`src/hdl/rlsd_pkg.sv`:
```
// shared types and constants for the run-length image span decoder
package rlsd_pkg;

	// phase codes of the decoder
	localparam logic [1:0] PH_HEADER  = 2'd0;
	localparam logic [1:0] PH_RECORDS = 2'd1;
	localparam logic [1:0] PH_DONE    = 2'd2;

	// header byte positions
	localparam logic [3:0] HDR_WIDTH_HI  = 4'd0;
	localparam logic [3:0] HDR_WIDTH_LO  = 4'd1;
	localparam logic [3:0] HDR_HEIGHT_HI = 4'd2;
	localparam logic [3:0] HDR_HEIGHT_LO = 4'd3;
	localparam logic [3:0] HDR_BYTES     = 4'd10;

	// record byte positions
	localparam logic [1:0] REC_COUNT = 2'd0;
	localparam logic [1:0] REC_BLUE  = 2'd1;
	localparam logic [1:0] REC_GREEN = 2'd2;
	localparam logic [1:0] REC_RED   = 2'd3;

	typedef struct packed {
		logic [7:0] data_byte;
		logic       start_of_file;
	} src_item_t;

	typedef struct packed {
		logic [15:0] span_row;
		logic [15:0] span_col;
		logic [7:0]  span_len;
		logic [7:0]  red;
		logic [7:0]  green;
		logic [7:0]  blue;
		logic        clipped;
		logic        image_done;
	} span_item_t;

endpackage

```
`src/hdl/rle_image_span_decoder.sv`:
```
// top level of the run-length image span decoder
//
//  channel   | signals                            | carries
//  ----------+------------------------------------+---------------------------
//  source    | src_valid, src_ready, src_item     | one file byte and restart
//  span      | span_valid, span_ready, span_item  | one decoded pixel span
//
// one byte per clock while the span channel does not stall: the byte is registered,
// decoded in a single pass against the state registers and the span lands in
// the output register.
// reset clears the input and output stages and returns the parser to the header.
// a stalled span holds the decode stage; an empty input register still takes
// one more byte, a full one drops src_ready in the same cycle as span_ready.
module rle_image_span_decoder (
	input  logic                  clk,
	input  logic                  arst_n,
	input  logic                  src_valid,
	output logic                  src_ready,
	input  rlsd_pkg::src_item_t   src_item,
	output logic                  span_valid,
	input  logic                  span_ready,
	output rlsd_pkg::span_item_t  span_item
);
	import rlsd_pkg::*;

	logic       vld_s1;
	src_item_t  item_s1;
	logic       vld_s2;
	span_item_t span_s2;
	logic       advance;
	logic       res_valid;
	span_item_t res;

	// handshake control
	assign advance   = vld_s1 && (!vld_s2 || span_ready);
	assign src_ready = !vld_s1 || advance;

	// input register
	always_ff @(posedge clk or negedge arst_n) begin
		if (!arst_n) begin
			vld_s1 <= 1'b0;
		end else if (src_valid && src_ready) begin
			vld_s1 <= 1'b1;
		end else if (advance) begin
			vld_s1 <= 1'b0;
		end
	end

	always_ff @(posedge clk) begin
		if (src_valid && src_ready) begin
			item_s1 <= src_item;
		end
	end

	rlsd_core u_core (
		.clk       (clk),
		.arst_n    (arst_n),
		.advance   (advance),
		.item      (item_s1),
		.res_valid (res_valid),
		.res       (res)
	);

	// output register
	always_ff @(posedge clk or negedge arst_n) begin
		if (!arst_n) begin
			vld_s2 <= 1'b0;
		end else if (advance) begin
			vld_s2 <= res_valid;
		end else if (span_ready) begin
			vld_s2 <= 1'b0;
		end
	end

	always_ff @(posedge clk) begin
		if (advance && res_valid) begin
			span_s2 <= res;
		end
	end

	assign span_valid = vld_s2;
	assign span_item  = span_s2;

endmodule

```
`src/hdl/rlsd_core.sv`:
```
// decoder state and the single-pass header/record decode logic
module rlsd_core (
	input  logic               clk,
	input  logic               arst_n,
	input  logic               advance,
	input  rlsd_pkg::src_item_t item,
	output logic               res_valid,
	output rlsd_pkg::span_item_t res
);
	import rlsd_pkg::*;

	logic [1:0]  phase_q;
	logic [3:0]  hdr_pos_q;
	logic [15:0] width_q;
	logic [15:0] height_q;
	logic [15:0] row_q;
	logic [15:0] col_q;
	logic [1:0]  rec_pos_q;
	logic [7:0]  count_q;
	logic [7:0]  blue_q;
	logic [7:0]  green_q;

	// values after an optional restart
	logic [1:0]  phase_e;
	logic [3:0]  hdr_pos_e;
	logic [15:0] width_e;
	logic [15:0] height_e;
	logic [15:0] row_e;
	logic [15:0] col_e;
	logic [1:0]  rec_pos_e;
	logic [7:0]  count_e;

	// next state
	logic [1:0]  phase_d;
	logic [3:0]  hdr_pos_d;
	logic [15:0] width_d;
	logic [15:0] height_d;
	logic [15:0] row_d;
	logic [15:0] col_d;
	logic [1:0]  rec_pos_d;
	logic [7:0]  count_d;
	logic [7:0]  blue_d;
	logic [7:0]  green_d;

	logic [3:0]  hdr_next;
	logic [15:0] left;
	logic [7:0]  len;
	logic        clip;
	logic [15:0] col_sum;
	logic [15:0] row_inc;

	// restart on start of file
	always_comb begin
		if (item.start_of_file) begin
			phase_e   = PH_HEADER;
			hdr_pos_e = '0;
			width_e   = '0;
			height_e  = '0;
			row_e     = '0;
			col_e     = '0;
			rec_pos_e = REC_COUNT;
			count_e   = '0;
		end else begin
			phase_e   = phase_q;
			hdr_pos_e = hdr_pos_q;
			width_e   = width_q;
			height_e  = height_q;
			row_e     = row_q;
			col_e     = col_q;
			rec_pos_e = rec_pos_q;
			count_e   = count_q;
		end
	end

	// span arithmetic: clip to the columns left, then step column and row
	always_comb begin
		left    = width_e - col_e;
		clip    = ({8'd0, count_e} > left);
		len     = clip ? left[7:0] : count_e;
		col_sum = col_e + {8'd0, len};
		row_inc = row_e + 16'd1;
		hdr_next = hdr_pos_e + 4'd1;
	end

	// decode one byte
	always_comb begin
		phase_d   = phase_e;
		hdr_pos_d = hdr_pos_e;
		width_d   = width_e;
		height_d  = height_e;
		row_d     = row_e;
		col_d     = col_e;
		rec_pos_d = rec_pos_e;
		count_d   = count_e;
		blue_d    = blue_q;
		green_d   = green_q;
		res_valid = 1'b0;
		res       = '0;
		case (phase_e)
			PH_HEADER: begin
				case (hdr_pos_e)
					HDR_WIDTH_HI:  width_d  = {item.data_byte, width_e[7:0]};
					HDR_WIDTH_LO:  width_d  = {width_e[15:8], item.data_byte};
					HDR_HEIGHT_HI: height_d = {item.data_byte, height_e[7:0]};
					HDR_HEIGHT_LO: height_d = {height_e[15:8], item.data_byte};
					default: ;
				endcase
				hdr_pos_d = hdr_next;
				if (hdr_next >= HDR_BYTES) begin
					hdr_pos_d = '0;
					row_d     = '0;
					col_d     = '0;
					rec_pos_d = REC_COUNT;
					if (width_d == 16'd0 || height_d == 16'd0) begin
						// empty image marker
						phase_d        = PH_DONE;
						res_valid      = 1'b1;
						res.image_done = 1'b1;
					end else begin
						phase_d = PH_RECORDS;
					end
				end
			end
			PH_RECORDS: begin
				case (rec_pos_e)
					REC_COUNT: begin
						count_d   = item.data_byte;
						rec_pos_d = REC_BLUE;
					end
					REC_BLUE: begin
						blue_d    = item.data_byte;
						rec_pos_d = REC_GREEN;
					end
					REC_GREEN: begin
						green_d   = item.data_byte;
						rec_pos_d = REC_RED;
					end
					default: begin
						// red byte completes the record
						rec_pos_d = REC_COUNT;
						if (count_e != 8'd0) begin
							res_valid    = 1'b1;
							res.span_row = row_e;
							res.span_col = col_e;
							res.span_len = len;
							res.red      = item.data_byte;
							res.green    = green_q;
							res.blue     = blue_q;
							res.clipped  = clip;
							col_d        = col_sum;
							if (col_sum >= width_e) begin
								col_d = '0;
								row_d = row_inc;
								if (row_inc >= height_e) begin
									res.image_done = 1'b1;
									phase_d        = PH_DONE;
								end
							end
						end
					end
				endcase
			end
			default: ;
		endcase
	end

	// state registers
	always_ff @(posedge clk or negedge arst_n) begin
		if (!arst_n) begin
			phase_q   <= PH_HEADER;
			hdr_pos_q <= '0;
			width_q   <= '0;
			height_q  <= '0;
			row_q     <= '0;
			col_q     <= '0;
			rec_pos_q <= REC_COUNT;
			count_q   <= '0;
			blue_q    <= '0;
			green_q   <= '0;
		end else if (advance) begin
			phase_q   <= phase_d;
			hdr_pos_q <= hdr_pos_d;
			width_q   <= width_d;
			height_q  <= height_d;
			row_q     <= row_d;
			col_q     <= col_d;
			rec_pos_q <= rec_pos_d;
			count_q   <= count_d;
			blue_q    <= blue_d;
			green_q   <= green_d;
		end
	end

endmodule
```
`config.mk`:
```
export PLATFORM = sky130hd
export DESIGN_NAME = rle_image_span_decoder
export DESIGN_NICKNAME = d
export VERILOG_FILES = /design/src/hdl/rlsd_pkg.sv /design/src/hdl/rle_image_span_decoder.sv /design/src/hdl/rlsd_core.sv
export SDC_FILE = /design/constraint.sdc
export NUM_CORES = 1
export LEC_CHECK = 0
export ABC_CLOCK_PERIOD_IN_PS = 21300
export CORE_ASPECT_RATIO = 1.1
export CORE_MARGIN = 4
export CORE_UTILIZATION = 30
export DETAILED_ROUTE_END_ITERATION = 10
export DONT_BUFFER_PORTS = 1
export PLACE_DENSITY = 0.42
export REMOVE_ABC_BUFFERS = 1
export SLEW_MARGIN = 40
export SYNTH_ARGS = -nofsm -noshare
export SYNTH_HDL_FRONTEND = slang
export SYNTH_HIERARCHICAL = 1
export SYNTH_SLANG_ARGS = --single-unit
```
`constraint.sdc`:
```
create_clock -name clk -period 21.3 [get_ports clk]
set_input_delay 1.065 -clock clk [delete_from_list [all_inputs] [get_ports clk]]
set_output_delay 1.065 -clock clk [all_outputs]
set_load 0.02 [all_outputs]
```
---- Yosys cells after proc, flatten, opt, wreduce, memory -nomap -nowiden ----
Index checks and enable logic that the tools add are counted.
word-level totals
  flip-flop bits (word level) ............. 173
  bits in latches ......................... 0
  memory bits (writable) .................. 0
  ROM bits ................................ 0
  output and inout bits ................... 68
  word-level logic and storage cells ...... 111
  memories kept ........................... 0
cells by class
  add/subtract/negate cells ............... 4
  multiply operators ...................... 0
  divide/modulo/power cells ............... 0
  $lt $le $gt $ge ......................... 4
  equal/unequal tests ..................... 6
  shift operators ......................... 0
  muxes and demuxes ....................... 53
  bitwise operators ....................... 2
  reduce and logical (&&, ||, !) cells .... 20
operators by type and width
  operator                 count
  $mux W16                 16
  $pmux W16 S2             4
  $ge A16 B16 Y1           2
  $logic_not A16 Y1        2
  $mux W8                  4
  $mux W2                  9
  $add A16 B1 Y16 const B  1
  $add A16 B8 Y16          1
  $gt A8 B16 Y1            1
  $sub A16 B16 Y16         1
  $mux W1                  12
  $mux W4                  3
  $eq A4 B2 Y1 const B     2
  $pmux W2 S2              2
  $reduce_bool A8 Y1       1
  $pmux W2 S3              1
  $reduce_and A3 Y1        2
  $reduce_or A5 Y1         1
  $add A4 B1 Y4 const B    1
  $eq A2 B1 Y1 const B     2
  $eq A4 B1 Y1 const B     1
  $ge A4 B4 Y1 const B     1
  $logic_not A2 Y1         2
  $logic_not A4 Y1         1
  8 further kinds          16

---- Logic depth before layout (Yosys ltp) ----
  depth in word-level cells ............... 10
  depth in mapped cells ................... 41
  depth with buffers taken out ............ 37

---- Cells and area by module ----
The synthesis kept the hierarchy.
by module, submodules not included
  module                  times used  cells an instance  area an instance (um^2)  sequential area each (um^2)
  rlsd_core               1           913                7872.6                   2402.3
  rle_image_span_decoder  1           85                 2363.5                   2302.2

---- Worst setup path after synthesis ----
No wires, ideal clock.
  path type ............................... register to register
  from .................................... register item_s1[0] in the netlist's numbering
  to ...................................... register u_core.col_q[15]
  library setup time ...................... 0.069 ns
  arrival time ............................ 8.699 ns
  slack ................................... 12.532 ns
  cell stages (with the launch flop) ...... 40
  cell sequence ........................... edfxtp_1 buf_2 buf_2 clkbuf_8 clkbuf_1 buf_1 nor2b_1 ha_1 inv_1 fa_1 a21oi_1 o21bai_1 a311o_1 xnor2_1 ha_1 nand4_1 o22ai_1 a2111oi_0 (+4 left out) ha_1 nor2b_1 o21ai_0 a21boi_0 o21a_1 o41ai_1 nor4_1 xnor2_1 nor2_1 ha_1 o21a_1 o211ai_1 nor2_1 o21ai_0 o311ai_4 nor4_4 or4b_1 nand3_1
between the ends
  longest elaborated chain between the ends .. 10
  elaborated cells on any way between the ends .. 25
ends and longest elaborated chain
  what                    line                          RTL
  start, declared         rle_image_span_decoder.sv:27  src_item_t item_s1;
  start signal, assigned  rle_image_span_decoder.sv:51  item_s1 <= src_item;
  $mux W16                rlsd_core.sv:54               if (item.start_of_file) begin
  $sub A16 B16 Y16        rlsd_core.sv:77               left = width_e - col_e;
  $gt A8 B16 Y1           rlsd_core.sv:78               clip = ({8'd0, count_e} > left);
  $mux W8                 rlsd_core.sv:79               len = clip ? left[7:0] : count_e;
  $add A16 B8 Y16         rlsd_core.sv:80               col_sum = col_e + {8'd0, len};
  $ge A16 B16 Y1          rlsd_core.sv:151              if (col_sum >= width_e) begin
  $mux W16                rlsd_core.sv:151
  $mux W16                rlsd_core.sv:141              if (count_e != 8'd0) begin
  $mux W16                rlsd_core.sv:125              case (rec_pos_e)
  $pmux W16 S2 (*)        rlsd_core.sv:99               case (phase_e)
  end signal, assigned    rlsd_core.sv:186              col_q <= col_d;
  end, declared           rlsd_core.sv:17               logic [15:0] col_q;
Every way passes the cells marked *; elsewhere a longest branch is shown, timed or not.
A chain may end at the register's enable or synchronous reset.

---- Worst setup path in the final report ----
Ends and elaborated chain as after synthesis.

==> results.txt <==
The clock network accounts for 38.4% of the total power. The full die area is 37,100 sq um. Counting flops with a built-in enable in the synthesized netlist gives 75.

The total overflow left after global routing is 0. Data on the critical path is required at its endpoint by 21,670 ps. Of the cells placed in the final design, the portion with a size suffix greater than 1 is 9.03%. The tools report the row count as 70. Setup repair after global routing left no endpoint under its margin.

Entering global routing, the biggest net connects 99 pins. The HPWL after detailed placement is 21,200 microns. The startpoint type of the worst setup path is a flip-flop. The worst path meets setup with 11,750 ps of slack. The net switching power came out at 252 uW. The leakage power was 4.94 nW. The die is 202 microns tall. The buffer levels on the longest clock path is 2. The critical path starts at item_s1[0]. The routed wirelength normalized by instance count is 21.2 microns. Buffers placed on the I/O ports in this run total 0.

In the synthesized netlist, the number of instances is 998. The flow ran to the end, and the final reports show no timing, DRC or antenna violations. The run gives 81 as the number of top-level pins. The cell-internal power is 594 uW, and the routed via count divided by cell count is 5.29.

The core region is 33,500 sq um. The worst-margin pin slew is 815 ps. In the synthesized netlist the dominant register cell turns out to be dfrtp_1. The run gives 1,069 as the final net count. The clock-pin transition on the worst setup and hold timing paths is 80 ps. The min-delay analysis places its worst path in the category input port to async pin.

The power density relative to cell area was 74.8 nW/um^2; the async set or reset register ratio after synthesis was 56.6%. The first TritonRoute pass finished after 6 iterations. Yosys printed 6 warnings.

Sequential cell area fraction in the yosys report: 46.0%. Once the floorplan was initialized, standard cells occupied 30.6% of the core. The largest driver fanout on the critical path was 53; the number of antenna violations at the first check in global routing was 0. Library cell appearing most often on the critical path: ha_1. Static timing analysis puts the maximum clock frequency at 105 MHz. Gates resized during post-CTS repair numbered 0. For this run, design rule violations remaining after detail routing come to 0.

At the end of routability-driven placement, the weighted congestion stood at 0.866. Counting distinct cell types in the post-synthesis netlist gives 91. The maximum cell stage delay along the critical path is 580 ps, and the depth of the most critical reg-to-reg path is 37. Post-CTS timing repair inserted 0 buffers for setup. Clock latency on the worst-skew pair, taken at its later pin, is 450 ps.

Type of the setup path with the least slack: flip-flop to flip-flop. The H-tree was split into 4 levels. Counting flops and latches in the post-synthesis netlist gives 173. For this design, the CTS-stage hold fixing added 0 buffers. Sorting the synthesized cells by area gives the leading types as dfrtp_1 (24%), edfxtp_1 (22%), ha_1 (8.6%). The run gives 46,800 microns as the first-pass GRT wire length. For the relative max-transition margin, the log shows 45.6%. The launch instance of the worst register-to-register path is item_s1[0].

Critical path endpoint category: a flip-flop. Prior to clock tree synthesis, the placed netlist has a worst setup slack of 11,740 ps. For the total setup violations reported at the end of the flow, the log shows 0.

The TritonCTS sink count was 173; the number of vias after detailed routing was 7,558. From left edge to right edge, the die measures 184 microns. Max-slew violation count: 0. Summed over all failing endpoints, the final setup total negative slack is 0 ps. The tools report the global routing usage summed across all routing layers as 16.4%.

By count the netlist is led by nand2_1 (107), dfrtp_1 (98), edfxtp_1 (75). In this run switching power makes up 29.8% of total power. The setup check on the worst reg-to-reg path leaves a slack of 11,750 ps.

TritonCTS created 17 clock buffers. After synthesis, the mean cell area works out to 10.3 sq um. The area growth from synthesis to layout is 10.5%. The cell at the root of the clock tree is clkbuf_16. The area share of the largest cell type after synthesis is 24.0%.

Max-cap violations in this run came to 0. The count of nets left with antenna violations once routing finished came out at 0. Number of global-route vias before repair: 7,690. In the post-synthesis netlist, the cell with the most instances is nand2_1. TritonCTS built the clock tree. The clock period minus worst slack was 9550 ps; the clock tree skew after final layout was 13.5 ps.

The synthesized netlist occupies a cell area of 10,200 sq um. The end of the worst register-to-register path is u_core/col_q[15]. The diode insertion count for antenna repair is 0, and the post-route clock period utilization is 44.8%.

The number of hold violations in the final report was 0; the part of the power in registers was 44.6%. After detailed routing, the total wire length is 30,400 microns. IR analysis of the VDD net gives a maximum drop of 0.0000508 V.

At the worst endpoint, the arrival time is 9920 ps. Worst-path cell with the longest stage delay: nor4_4. The logs give 17.0% for the combinational power share and 514 for the number of DRC markers after the initial detailed-route iteration.

Summed over all instances, the cell type with the most area after synthesis is dfrtp_1.
-- stage by stage --
| stage | cells | area [sq um] | util [%] | power [mW] | hold WS [ps] |
|---|---|---|---|---|---|
| detailed placement | 1396 | 10700 | 31.9 | 0.529 | 475 |
| global route | 1429 | 11300 | 33.8 | 0.889 | 275 |
| global placement | 1396 | 10700 | 31.9 | 0.529 | 475 |
| CTS | 1428 | 11300 | 33.7 | 0.860 | 275 |
| finish | 1429 | 11300 | 33.8 | 0.846 | 310 |
| floorplan | 953 | 10000 | - | 0.487 | 450 |
-- state kept, by name, summed over array words and instances (netlist names), 4 cells and up --
| signal | cells |
|---|---|
| u_core/count_q | 8 |
| u_core/col_q | 16 |
| u_core/height_q | 16 |
| u_core/green_q | 8 |
| item_s1 | 9 |
| u_core/blue_q | 8 |
| span_item | 66 |
| u_core/row_q | 16 |
| u_core/hdr_pos_q | 4 |
| u_core/width_q | 16 |
-- worst max-delay path, delay by kind of cell (launching register included) --
| family | cells | cell delay [ps] |
|---|---|---|
| compound gates | 16 | 3530 |
| simple gates | 9 | 2560 |
| fa+ha+maj | 5 | 1380 |
| buf+inv | 4 | 820 |
| mux | 1 | 410 |
| flops | 1 | 370 |
| xor+xnor | 2 | 370 |
-- placed cells by master, fill, tap and decap left out, drive strengths merged, types with 4 or more instances in the layout --
cell type and n:
nand2 107, dfrtp 98, edfxtp 75, ha 70, nor2 70, inv 53
a22o 48, and3 46, o21ai 46, a21oi 38, xnor2 27, nor2b 26
a21o 21, nand3 20, clkbuf 20, mux2 18, nor3 16, o211ai 15
nor4 14, and2 13, buf 11, nand2b 10, mux2i 10, xor2 9
nand4 8, o311ai 8, a211oi 8, o31ai 6, o21a 5, clkinv 5
a31oi 4, o21bai 4, nand3b 4, nor4b 4, or3 4
-- power by group through the flow --
stage	clock, mW	sequential, mW	combinational [mW]
global placement	0	0.384	0.145
finish	0.324	0.377	0.144
CTS	0.337	0.377	0.145
floorplan	0	0.377	0.109
detailed placement	0	0.384	0.145
global route	0.348	0.379	0.162
-- per-layer routing --
layer / up-vias / part of all wire (%) / track usage (%)
li1: 3658 / - / -
met1: 3735 / 47 / 22.5
met2: 134 / 48 / 26.3
met3: 31 / 2.9 / 2.77
met4: 0 / 1.9 / 5.02
met5: - / 0 / 0
-- logic make-up (layout without fill, tap and decap cells) --
logic type	Yosys count	count (layout)	synth area share, %
compound gates	237	237	17.0
xor+xnor	36	36	3.08
fa+ha+maj	73	73	9.05
buf+inv	95	94	3.73
flops	173	173	46.0
mux	28	28	2.99
simple gates	356	356	18.2
-- worst max path at each step --
stage,end,slack (ps),cells after the start
2_1_floorplan,u_core/col_q[15],11610,33
3_3_place_gp,span_item[0],11790,37
6_report,u_core/col_q[15],11750,37
3_5_place_dp,u_core/col_q[15],11740,37
4_1_cts,u_core/col_q[15],11690,37
5_1_grt,u_core/col_q[15],10910,37
-- layout make-up --
cell class / count / area [sq um]
well taps: 432 / 541
flip-flops and latches: 173 / 4700
clock buffers: 19 / 433
inverters: 50 / 188
multi-input cells: 730 / 5170
repair buffers: 12 / 108
clock inverters: 13 / 163
fillers: 3459 / 22200
No activity file was read; power rests on OpenSTA's default activity.
